### config.mk
export PLATFORM = sky130hd
export DESIGN_NAME = velocity_form_pid_core
export DESIGN_NICKNAME = d
export VERILOG_FILES = /design/src/rtl/vfpid_pkg.sv /design/src/rtl/velocity_form_pid_core.sv /design/src/rtl/vfpid_mac.sv /design/src/rtl/vfpid_ctrl.sv
export SDC_FILE = /design/constraint.sdc
export NUM_CORES = 2
export LEC_CHECK = 0
export ABC_AREA = 1
export BUFFER_PORTS_ARGS = -buffer_cell sky130_fd_sc_hd__buf_2
export CAP_MARGIN = 20
export CORE_MARGIN = 2
export CORE_UTILIZATION = 60
export DETAILED_ROUTE_END_ITERATION = 10
export GPL_ROUTABILITY_DRIVEN = 0
export PLACE_DENSITY = 0.76
export SYNTH_ARGS = -nofsm -noshare
export SYNTH_HDL_FRONTEND = slang
export SYNTH_SLANG_ARGS = --single-unit
### constraint.sdc
create_clock -name clock -period 8.8 [get_ports clock]
set_input_delay 0.44 -clock clock [delete_from_list [all_inputs] [get_ports clock]]
set_output_delay 0.44 -clock clock [all_outputs]
set_load 0.05 [all_outputs]
### src/rtl/vfpid_pkg.sv
// Shared types and constants for the velocity-form PID core.
// Used by vfpid_mac, vfpid_ctrl and velocity_form_pid_core. No dependencies.
package vfpid_pkg;

   // History ring
   localparam int HIST_DEPTH = 4;
   localparam int HIST_IDX_W = $clog2(HIST_DEPTH);

   // Field and datapath widths
   localparam int DATA_W   = 16;  // samples, gains, limits, drive
   localparam int DER_W    = 22;  // four-point derivative sum
   localparam int SEC_W    = 20;  // four-point second difference
   localparam int ERR_W    = 17;  // setpoint minus sample
   localparam int MUL_W    = 24;  // shared multiplier operand width
   localparam int PROD_W   = 2 * MUL_W;
   localparam int ACC_W    = 36;  // der + ki*err - kd*sec
   localparam int SPLIT_W  = 18;  // low slice of the inner sum for the kp multiply
   localparam int TOT_W    = 52;  // kp * inner and drive sum
   localparam int QUO_W    = 18;  // derivative sum divided by six

   // Divide by six: floor(x * DIV_RECIP / 2^DIV_SHIFT) is exact for x < 2^21
   localparam int DIV_SHIFT = 24;
   localparam logic signed [MUL_W-1:0] DIV_RECIP = 24'sd2796203;

   // Tap weights, oldest sample first
   localparam logic signed [5:0] DER_WEIGHT [HIST_DEPTH] =
      '{6'sd2, -6'sd9, 6'sd18, -6'sd11};
   localparam logic signed [3:0] SEC_WEIGHT [HIST_DEPTH] =
      '{4'sd2, -4'sd5, 4'sd4, -4'sd1};

   // Control register indexes
   localparam int CSR_IDX_W = 3;
   localparam logic [CSR_IDX_W-1:0] CSR_SETPOINT   = 3'd0;
   localparam logic [CSR_IDX_W-1:0] CSR_PROP_GAIN  = 3'd1;
   localparam logic [CSR_IDX_W-1:0] CSR_INTEG_GAIN = 3'd2;
   localparam logic [CSR_IDX_W-1:0] CSR_DERIV_GAIN = 3'd3;
   localparam logic [CSR_IDX_W-1:0] CSR_DRIVE_MIN  = 3'd4;
   localparam logic [CSR_IDX_W-1:0] CSR_DRIVE_MAX  = 3'd5;
   localparam logic [CSR_IDX_W-1:0] CSR_AUTO_MODE  = 3'd6;

   // Control register reset values
   localparam logic signed [DATA_W-1:0] RST_SETPOINT   = 16'sd100;
   localparam logic signed [DATA_W-1:0] RST_PROP_GAIN  = 16'sd20;
   localparam logic signed [DATA_W-1:0] RST_INTEG_GAIN = 16'sd2;
   localparam logic signed [DATA_W-1:0] RST_DERIV_GAIN = 16'sd2;
   localparam logic signed [DATA_W-1:0] RST_DRIVE_MIN  = -16'sd10000;
   localparam logic signed [DATA_W-1:0] RST_DRIVE_MAX  = 16'sd10000;

   // Sequencer states
   typedef enum logic [3:0] {
      ST_IDLE,
      ST_TAP,
      ST_DIV,
      ST_IERR,
      ST_DSEC,
      ST_INNER,
      ST_PLO,
      ST_PHI,
      ST_ADD,
      ST_SAT,
      ST_HOLD
   } state_type;

   // Operand pairs for the shared multiplier
   typedef enum logic [2:0] {
      MS_RECIP,
      MS_IERR,
      MS_DSEC,
      MS_PLO,
      MS_PHI
   } mul_sel_type;

   // Sequencer to datapath control
   typedef struct packed {
      logic                  busy;
      logic                  tap_en;
      logic                  tap_first;
      logic [HIST_IDX_W-1:0] tap_k;
      logic                  mul_en;
      mul_sel_type           mul_sel;
      logic                  acc_der;
      logic                  acc_add;
      logic                  acc_sub;
      logic                  tot_lo;
      logic                  tot_hi;
      logic                  sat;
      logic                  hold;
   } ctl_type;

endpackage

### src/rtl/velocity_form_pid_core.sv
// Velocity-form PID core: one process sample in, one saturated drive beat out.
// Samples are taken one at a time: req_stall stays high until the sequencer is back in idle,
// and a drive stall holds it in the saturate or hold step. Automatic mode runs a tap walk over
// each history sample, then 8 steps around 5 shared 24x24 multiplies.
// Reset (synchronous): control registers to defaults, history, slot and drive to zero.
// Depends on vfpid_pkg, vfpid_mac and vfpid_ctrl.
module velocity_form_pid_core
   import vfpid_pkg::*;
(
   input  logic                        clock,
   input  logic                        reset,
   // sample channel
   input  logic                        req_valid,
   output logic                        req_stall,
   input  logic signed [DATA_W-1:0]    req_sample,
   // drive channel
   output logic                        rsp_valid,
   input  logic                        rsp_stall,
   output logic signed [DATA_W-1:0]    rsp_drive,
   // control register writes
   input  logic                        csr_we,
   input  logic [CSR_IDX_W-1:0]        csr_index,
   input  logic [DATA_W-1:0]           csr_wdata
);

   ctl_type ctl;
   logic    accept;
   logic    out_free;

   // Control registers
   logic signed [DATA_W-1:0] setpoint_ff, prop_gain_ff, integ_gain_ff, deriv_gain_ff;
   logic signed [DATA_W-1:0] drive_min_ff, drive_max_ff;
   logic                     auto_mode_ff;

   always_ff @(posedge clock) begin
      if (reset) begin
         setpoint_ff   <= RST_SETPOINT;
         prop_gain_ff  <= RST_PROP_GAIN;
         integ_gain_ff <= RST_INTEG_GAIN;
         deriv_gain_ff <= RST_DERIV_GAIN;
         drive_min_ff  <= RST_DRIVE_MIN;
         drive_max_ff  <= RST_DRIVE_MAX;
         auto_mode_ff  <= 1'b1;
      end else if (csr_we) begin
         unique case (csr_index)
            CSR_SETPOINT:   setpoint_ff   <= signed'(csr_wdata);
            CSR_PROP_GAIN:  prop_gain_ff  <= signed'(csr_wdata);
            CSR_INTEG_GAIN: integ_gain_ff <= signed'(csr_wdata);
            CSR_DERIV_GAIN: deriv_gain_ff <= signed'(csr_wdata);
            CSR_DRIVE_MIN:  drive_min_ff  <= signed'(csr_wdata);
            CSR_DRIVE_MAX:  drive_max_ff  <= signed'(csr_wdata);
            CSR_AUTO_MODE:  auto_mode_ff  <= csr_wdata[0];
            default: begin
            end
         endcase
      end
   end

   // Handshake
   assign req_stall = ctl.busy;
   assign accept    = req_valid && !req_stall;
   assign out_free  = !rsp_valid || !rsp_stall;

   vfpid_ctrl u_ctrl (
      .clock     (clock),
      .reset     (reset),
      .accept    (accept),
      .auto_mode (auto_mode_ff),
      .out_free  (out_free),
      .ctl       (ctl)
   );

   // History ring and write slot
   logic signed [DATA_W-1:0] hist_ff [HIST_DEPTH];
   logic [HIST_IDX_W-1:0]    slot_ff;
   logic signed [DATA_W-1:0] sample_ff;

   always_ff @(posedge clock) begin
      if (reset) begin
         for (int i = 0; i < HIST_DEPTH; i++) begin
            hist_ff[i] <= '0;
         end
         slot_ff <= '0;
      end else if (accept) begin
         hist_ff[slot_ff] <= req_sample;
         slot_ff          <= slot_ff + 1'b1;
      end
   end

   always_ff @(posedge clock) begin
      if (accept) begin
         sample_ff <= req_sample;
      end
   end

   // Tap walk, oldest first: slot_ff already points one past the newest
   logic [HIST_IDX_W-1:0]    tap_idx;
   logic signed [DATA_W-1:0] tap_sample;
   logic signed [DER_W-1:0]  der_term;
   logic signed [SEC_W-1:0]  sec_term;
   logic signed [DER_W-1:0]  der_sum_ff, der_sum_in;
   logic signed [SEC_W-1:0]  sec_sum_ff, sec_sum_in;

   assign tap_idx    = slot_ff + ctl.tap_k;
   assign tap_sample = hist_ff[tap_idx];
   assign der_term   = DER_W'(tap_sample) * DER_W'(DER_WEIGHT[ctl.tap_k]);
   assign sec_term   = SEC_W'(tap_sample) * SEC_W'(SEC_WEIGHT[ctl.tap_k]);

   always_comb begin
      der_sum_in = der_sum_ff;
      sec_sum_in = sec_sum_ff;
      if (ctl.tap_en) begin
         der_sum_in = (ctl.tap_first ? '0 : der_sum_ff) + der_term;
         sec_sum_in = (ctl.tap_first ? '0 : sec_sum_ff) + sec_term;
      end
   end

   always_ff @(posedge clock) begin
      der_sum_ff <= der_sum_in;
      sec_sum_ff <= sec_sum_in;
   end

   // Multiplier operand select
   logic [DER_W-1:0]         der_mag;
   logic signed [ERR_W-1:0]  err;
   logic signed [ACC_W-1:0]  acc_ff, acc_in;
   logic signed [MUL_W-1:0]  op_a, op_b;
   logic signed [PROD_W-1:0] prod;

   assign der_mag = der_sum_ff[DER_W-1] ? DER_W'(-der_sum_ff) : DER_W'(der_sum_ff);
   assign err     = ERR_W'(setpoint_ff) - ERR_W'(sample_ff);

   always_comb begin
      unique case (ctl.mul_sel)
         MS_RECIP: begin
            op_a = DIV_RECIP;
            op_b = signed'(MUL_W'(der_mag));
         end
         MS_IERR: begin
            op_a = MUL_W'(integ_gain_ff);
            op_b = MUL_W'(err);
         end
         MS_DSEC: begin
            op_a = MUL_W'(deriv_gain_ff);
            op_b = MUL_W'(sec_sum_ff);
         end
         MS_PLO: begin
            op_a = MUL_W'(prop_gain_ff);
            op_b = signed'(MUL_W'(acc_ff[SPLIT_W-1:0]));
         end
         MS_PHI: begin
            op_a = MUL_W'(prop_gain_ff);
            op_b = MUL_W'(signed'(acc_ff[ACC_W-1:SPLIT_W]));
         end
         default: begin
            op_a = '0;
            op_b = '0;
         end
      endcase
   end

   vfpid_mac u_mac (
      .clock  (clock),
      .mul_en (ctl.mul_en),
      .op_a   (op_a),
      .op_b   (op_b),
      .prod   (prod)
   );

   // Inner sum: der/6 (truncated toward zero) + ki*err - kd*sec
   logic [QUO_W-1:0] quo;

   assign quo = prod[DIV_SHIFT +: QUO_W];

   always_comb begin
      acc_in = acc_ff;
      if (ctl.acc_der) begin
         acc_in = der_sum_ff[DER_W-1] ? -ACC_W'(signed'({1'b0, quo}))
                                      : ACC_W'(signed'({1'b0, quo}));
      end else if (ctl.acc_add) begin
         acc_in = acc_ff + prod[ACC_W-1:0];
      end else if (ctl.acc_sub) begin
         acc_in = acc_ff - prod[ACC_W-1:0];
      end
   end

   always_ff @(posedge clock) begin
      acc_ff <= acc_in;
   end

   // kp * inner assembled from low and high partial products
   logic signed [TOT_W-1:0] tot_ff, tot_in;

   always_comb begin
      tot_in = tot_ff;
      if (ctl.tot_lo) begin
         tot_in = TOT_W'(prod);
      end else if (ctl.tot_hi) begin
         tot_in = tot_ff + {prod[TOT_W-SPLIT_W-1:0], {SPLIT_W{1'b0}}};
      end
   end

   always_ff @(posedge clock) begin
      tot_ff <= tot_in;
   end

   // Drive accumulate and saturate; max checked first for inverted limits
   logic signed [DATA_W-1:0] drive_ff, drive_in;
   logic signed [TOT_W-1:0]  drive_sum;

   assign drive_sum = TOT_W'(drive_ff) + tot_ff;

   always_comb begin
      drive_in = drive_ff;
      if (ctl.sat) begin
         priority if (drive_sum > TOT_W'(drive_max_ff)) begin
            drive_in = drive_max_ff;
         end else if (drive_sum < TOT_W'(drive_min_ff)) begin
            drive_in = drive_min_ff;
         end else begin
            drive_in = drive_sum[DATA_W-1:0];
         end
      end
   end

   always_ff @(posedge clock) begin
      if (reset) begin
         drive_ff <= '0;
      end else begin
         drive_ff <= drive_in;
      end
   end

   // Output beat register
   logic                     rsp_valid_ff, rsp_valid_in;
   logic signed [DATA_W-1:0] rsp_drive_ff, rsp_drive_in;

   always_comb begin
      rsp_valid_in = rsp_valid_ff;
      rsp_drive_in = rsp_drive_ff;
      if (ctl.sat || ctl.hold) begin
         rsp_valid_in = 1'b1;
         rsp_drive_in = drive_in;
      end else if (!rsp_stall) begin
         rsp_valid_in = 1'b0;
      end
   end

   always_ff @(posedge clock) begin
      if (reset) begin
         rsp_valid_ff <= 1'b0;
      end else begin
         rsp_valid_ff <= rsp_valid_in;
      end
      rsp_drive_ff <= rsp_drive_in;
   end

   assign rsp_valid = rsp_valid_ff;
   assign rsp_drive = rsp_drive_ff;

endmodule

### src/rtl/vfpid_mac.sv
// Shared signed multiplier with registered product.
// Depends on vfpid_pkg for operand widths.
module vfpid_mac
   import vfpid_pkg::*;
(
   input  logic                     clock,
   input  logic                     mul_en,
   input  logic signed [MUL_W-1:0]  op_a,
   input  logic signed [MUL_W-1:0]  op_b,
   output logic signed [PROD_W-1:0] prod
);

   logic signed [PROD_W-1:0] prod_ff;
   logic signed [PROD_W-1:0] prod_in;

   // One multiply per issue; product holds otherwise
   always_comb begin
      prod_in = prod_ff;
      if (mul_en) begin
         prod_in = PROD_W'(op_a) * PROD_W'(op_b);
      end
   end

   always_ff @(posedge clock) begin
      prod_ff <= prod_in;
   end

   assign prod = prod_ff;

endmodule

### src/rtl/vfpid_ctrl.sv
// Sequencer for the PID core: tap walk, then the multiply steps, then saturate (manual mode: hold).
// Depends on vfpid_pkg for state, select and control types.
module vfpid_ctrl
   import vfpid_pkg::*;
(
   input  logic    clock,
   input  logic    reset,
   input  logic    accept,
   input  logic    auto_mode,
   input  logic    out_free,
   output ctl_type ctl
);

   state_type             state_ff;
   state_type             state_in;
   logic [HIST_IDX_W-1:0] tap_k_ff;
   logic [HIST_IDX_W-1:0] tap_k_in;

   always_ff @(posedge clock) begin
      if (reset) begin
         state_ff <= ST_IDLE;
         tap_k_ff <= '0;
      end else begin
         state_ff <= state_in;
         tap_k_ff <= tap_k_in;
      end
   end

   // Next state and per-step controls
   always_comb begin
      state_in      = state_ff;
      tap_k_in      = tap_k_ff;
      ctl           = '0;
      ctl.mul_sel   = MS_RECIP;
      ctl.busy      = (state_ff != ST_IDLE);
      ctl.tap_k     = tap_k_ff;
      unique case (state_ff)
         ST_IDLE: begin
            if (accept) begin
               tap_k_in = '0;
               state_in = auto_mode ? ST_TAP : ST_HOLD;
            end
         end
         ST_TAP: begin
            ctl.tap_en    = 1'b1;
            ctl.tap_first = (tap_k_ff == '0);
            tap_k_in      = tap_k_ff + 1'b1;
            if (tap_k_ff == HIST_IDX_W'(HIST_DEPTH - 1)) begin
               state_in = ST_DIV;
            end
         end
         ST_DIV: begin
            ctl.mul_en  = 1'b1;
            ctl.mul_sel = MS_RECIP;
            state_in    = ST_IERR;
         end
         ST_IERR: begin
            ctl.mul_en  = 1'b1;
            ctl.mul_sel = MS_IERR;
            ctl.acc_der = 1'b1;
            state_in    = ST_DSEC;
         end
         ST_DSEC: begin
            ctl.mul_en  = 1'b1;
            ctl.mul_sel = MS_DSEC;
            ctl.acc_add = 1'b1;
            state_in    = ST_INNER;
         end
         ST_INNER: begin
            ctl.acc_sub = 1'b1;
            state_in    = ST_PLO;
         end
         ST_PLO: begin
            ctl.mul_en  = 1'b1;
            ctl.mul_sel = MS_PLO;
            state_in    = ST_PHI;
         end
         ST_PHI: begin
            ctl.mul_en  = 1'b1;
            ctl.mul_sel = MS_PHI;
            ctl.tot_lo  = 1'b1;
            state_in    = ST_ADD;
         end
         ST_ADD: begin
            ctl.tot_hi = 1'b1;
            state_in   = ST_SAT;
         end
         ST_SAT: begin
            if (out_free) begin
               ctl.sat  = 1'b1;
               state_in = ST_IDLE;
            end
         end
         ST_HOLD: begin
            if (out_free) begin
               ctl.hold = 1'b1;
               state_in = ST_IDLE;
            end
         end
         default: begin
            state_in = ST_IDLE;
         end
      endcase
   end

endmodule
After elaboration in Yosys (flattened, before gate mapping)
Memories as Yosys holds them, arrays and structs flattened.
Cells that the tools add are included.
- RAM bits: 64
- memories: 1
- word-level logic and storage cells: 137
- register bits: 332
- bitwise logic cells: 1
- reduce and logical (&&, ||, !) cells: 26
- add/subtract/negate cells: 12
- $lt $le $gt $ge: 3
- multipliers: 3
- mux-type cells: 47
- eq/ne operators: 25
- memory list (name ; words ; width ; read ports ; clocked after memory_dff ; wr ports ; RTL line ; source):
    hist_ff ; 4 ; 16 ; 1 ; 0 ; 4 ; velocity_form_pid_core.sv:74 ; logic signed [DATA_W-1:0] hist_ff [HIST_DEPTH];
- operator list (kind ; count):
    $mux 36 ; 4
    $pmux 24 s5 ; 1
    $mux 52 ; 2
    $pmux 24 s4 ; 1
    $mux 16 ; 4
    $add 16x52->52 ; 1
    $add 52x52->52 ; 1
    $gt 52x16->1 ; 1
    $lt 52x16->1 ; 1
    $mul 24x24->48 ; 1
    $mux 22 ; 2
    $pmux 4 s10 ; 1
    $add 36x36->36 ; 1
    $neg 18->36 ; 1
    $sub 36x36->36 ; 1
    $mux 4 ; 6
    $add 22x22->22 ; 1
    $mul 16x6->22 ; 1
    $neg 22->22 ; 1
    $add 20x20->20 ; 1
    $mul 16x4->20 ; 1
    $mux 20 ; 1
    $pmux 4 s5 ; 1
    $sub 16x16->17 ; 1
    33 further kinds ; 80

Logic depth before layout (Yosys ltp)
- word-level depth: 8
- gate-level depth with buffers: 47
- gate-level depth less buffers: 46

Cells and area by module
From an unflattened synthesis, not the netlist that was laid out.
- cells, all modules: 7463
- area total of the unflattened synthesis: 57114.8 um^2
- modules (own cells, without submodules) (module ; cells an instance ; times used ; area an instance (um^2)):
    velocity_form_pid_core ; 4329 ; 1 ; 32338.5
    vfpid_mac ; 3050 ; 1 ; 24283.3
    vfpid_ctrl ; 84 ; 1 ; 493.0

Least setup slack after synthesis
OpenSTA, ideal clock, no wires.
- kind: register to register
- start point: register sample_ff[2]
- end point: register u_mac.prod_ff[44], in the netlist u_mac.prod[44] (data pin)
- arrival time: 7.693 ns
- data required time: 8.540 ns
- setup slack: 0.847 ns
- buffers on the path: 0
- cell stages (with the launch flop): 36
- cell sequence: edfxtp_1 > inv_1 > ha_1 > a21oi_1 > nand2_1 > inv_1 > nor2_1 > nor2_1 > inv_1 > a21oi_1 > xor2_1 > or2_2 > nand2_1 > inv_1 > nor2_1 > inv_1 > fa_1 > inv_1 > fa_1 > fa_1 > fa_1 > fa_1 > fa_1 > inv_1 > fa_1 > inv_1 > ha_1 > nand2_1 > a21oi_1 > a211oi_1 > o21ai_0 > a21oi_1 > nand3_1 > nand3_1 > nand2_1 > xor2_1
- word-level cells in the longest chain between the ends: 3
- ends and longest elaborated chain (element ; RTL line ; source):
    start, declared ; velocity_form_pid_core.sv:76 ; logic signed [DATA_W-1:0] sample_ff;
    start signal, assigned ; velocity_form_pid_core.sv:92 ; sample_ff <= req_sample;
    $sub 16x16->17 ; velocity_form_pid_core.sv:131 ; assign err = ERR_W'(setpoint_ff) - ERR_W'(sample_ff);
    $pmux 24 s5 ; velocity_form_pid_core.sv:134 ; unique case (ctl.mul_sel)
    $mul 24x24->48 ; vfpid_mac.sv:20 ; prod_in = PROD_W'(op_a) * PROD_W'(op_b);
    end signal, assigned ; vfpid_mac.sv:25 ; prod_ff <= prod_in;
    end, declared ; vfpid_mac.sv:13 ; logic signed [PROD_W-1:0] prod_ff;
No other way between the ends.
A chain may end at the register's enable or synchronous reset.

Final worst setup path
- start point: register sample_ff[7]
- end point: register u_mac.prod_ff[46], in the netlist u_mac.prod[46] (data pin)
The elaborated chain is that of the path after synthesis.

==> impl_metrics.yaml <==
floorplan:
  io_pins: 58
  core_region_area_um2: 88500
  dieArea_um2: 91800
  initial_core_util: 0.606
  die_w_um: 303
  rows: 109
  dieHeight_um: 303
synth:
  synthCells: 6700
  ys_async_sr_fraction: 0
  synth_edf_count: 274
  ys_ff_latch: 396
  yosysSeqAreaShare: 0.199
  ys_warn_count: 0
  netlist_area_um2: 53700
  syn-num-nets: 7902
  ys_types: 74
  synthFlopType: "edfxtp_1"
  syn_avg_cell_area_um2: 8.01
layout:
  final_cell_mix: "inv_1 (1423), nand2_1 (1196), nor2_1 (719)"
  final_common_cell: "inv_1"
  final_util: 0.652
  drive_gt1_frac: 0.0669
  fin_area_um2: 57700
  diodes: 0
  syn_to_final_growth_pct: 7.52
  final_nets: 7994
min_path:
  min_path_type: "input port to register"
  hold_depth: 1
clock_tree:
  cts_tree: "yes"
  ctsHoldBuffers: 0
  clk_latency_ns: 0.60
  cts_htree_levels: 2
  clock_path_buffers: 3
  clk_pin_slew_ns: 0.07
  cts_root_buf: "clkbuf_16"
  clock-sinks: 396
  cts_made_buffers: 44
outcome:
  outcome: "finished, final reports clean"
timing:
  tightest_slew_ns: 1.11
  fin_crit_sh: 0.970
  clock_skew_ns: 0.0360
  max_freq_ghz: 0.117
  period_minus_slack_ns: 8.53
  slew_violations: 0
  hold_violations: 0
  slew_headroom: 0.251
  finalSetupViolCount: 0
place:
  io_buffers: 57
  placed_area_um2: 55700
  dp_hpwl_um: 127000
detailed_routing:
  dr.pass1.iters: 6
  post-route-drc-count: 0
  antenna_left: 0
  drt_wl_total_um: 154000
  wl_per_cell_um: 19.3
  num_vias: 45906
  dr.first_iter.drc_count: 4712
  viasPerCell: 5.74
worst_setup_path:
  path_common_cell: "nand2_1"
  crit_fanout: 8
  cp-start-kind: "register"
  cp.required_ns: 9.14
  critPathKind: "register to register"
  critPathSlowestCell: "fa_1"
  arrival_ns: 8.88
  slowest_delay_ns: 0.52
  reg2reg_depth: 39
  end_kind: "register"
global_route:
  grt_pass1_vias: 44816
  grt.overflow.total: 0
  grt_usage: 0.337
  grt_max_degree: 99
  antenna_found_initial: 0
  grt_pass1_wl_um: 241000
flow_run:
  cap_violations: 0
-- layer usage --
layer / up-vias / routed length [µm] / track usage
met5: - / 0 / 0
met4: 0 / 7700 / 0.141
met3: 446 / 16600 / 0.0722
met2: 2367 / 69300 / 0.534
met1: 21904 / 60500 / 0.452
li1: 21189 / - / -
-- flip-flops by register name (all words and copies together), names as in the netlist --
register	count
rsp_drive	16
der_sum_ff	22
drive_ff	16
u_mac.prod	48
setpoint_ff	16
hist_ff	64
prop_gain_ff	16
slot_ff	2
drive_max_ff	16
deriv_gain_ff	16
auto_mode_ff	1
sample_ff	16
u_ctrl.tap_k_ff	2
integ_gain_ff	16
drive_min_ff	16
u_ctrl.state_ff	4
tot_ff	52
sec_sum_ff	20
acc_ff	36
rsp_valid	1
-- synth_stat cells, types with 39 or more instances --
cell type	count	share of area
a21oi_1	399	0.037
buf_2	59	0.0055
clkbuf_1	63	0.0044
dfxtp_1	122	0.046
edfxtp_1	274	0.15
fa_1	680	0.25
ha_1	482	0.11
inv_1	1427	0.10
nand2_1	1209	0.085
nand3_1	207	0.019
nand4_1	46	0.0054
nor2_1	731	0.051
nor3_1	43	0.0040
o211ai_1	39	0.0055
o21ai_0	332	0.031
xnor2_1	64	0.010
xor2_1	149	0.024
-- worst paths after layout --
kind / startpoint / endpoint / slack (ns)
max: sample_ff[7] / u_mac.prod[46] / 0.27
min: req_sample[15] / sample_ff[15] / 0.05
max reg2reg: sample_ff[7] / u_mac.prod[46] / 0.27
min reg2reg: integ_gain_ff[11] / integ_gain_ff[11] / 0.45
-- layout make-up --
class / count / area, µm²
multi-input combinational: 4699 / 37200
fill: 7377 / 30800
sequential: 396 / 10700
inverter: 1463 / 5510
tap: 1165 / 1460
timing repair buffer: 188 / 1330
clock buffer: 60 / 1240
clock inverter: 22 / 292
-- cell families after synthesis --
logic type               Yosys count  synth area share
multiplexers                      17           0.00317
buffers and inverters           1606             0.115
AND/OR/NAND/NOR                 2331             0.178
AO/OA/AOI/OAI                    974             0.104
XOR/XNOR                         214            0.0351
flip-flops                       396             0.199
adder cells (fa/ha/maj)         1162             0.366
-- worst max-delay path: cells and delay by family (launching register included) --
kind / cells / cell delay [ns]
adders and majority gates: 9 / 4.09
and+or+nand+nor: 16 / 1.91
buffers and inverters: 9 / 0.94
AOI/OAI and AO/OA: 4 / 0.93
DFF: 1 / 0.36
xor gates and xnor gates: 1 / 0.06
-- repair_timing --
item / 4_1_cts / 5_1_grt
hold endpoints to repair: 0 / 0
setup endpoints to repair: 4 / 24
resized for setup: 5 / 98
cloned: 0 / 2
pin swaps: 0 / 19
buffers inserted: 0 / 15
-- per-stage QoR --
step	cells	setup WS (ns)	TNS, ns	hold slack (ns)
final	7993	0.267	0	0.0546
after global routing	7993	-0.0621	-0.162	0.0317
after CTS	7976	0.00223	0	0.0268
after detailed placement	7894	-0.116	-0.248	0.442
after global placement	7894	0.00282	0	0.435
after floorplan	6700	0.847	0	0.425
Power is left out: the tool's default activity adds up to more than one toggle a clock period on the data nets, which glitch-free logic cannot reach.
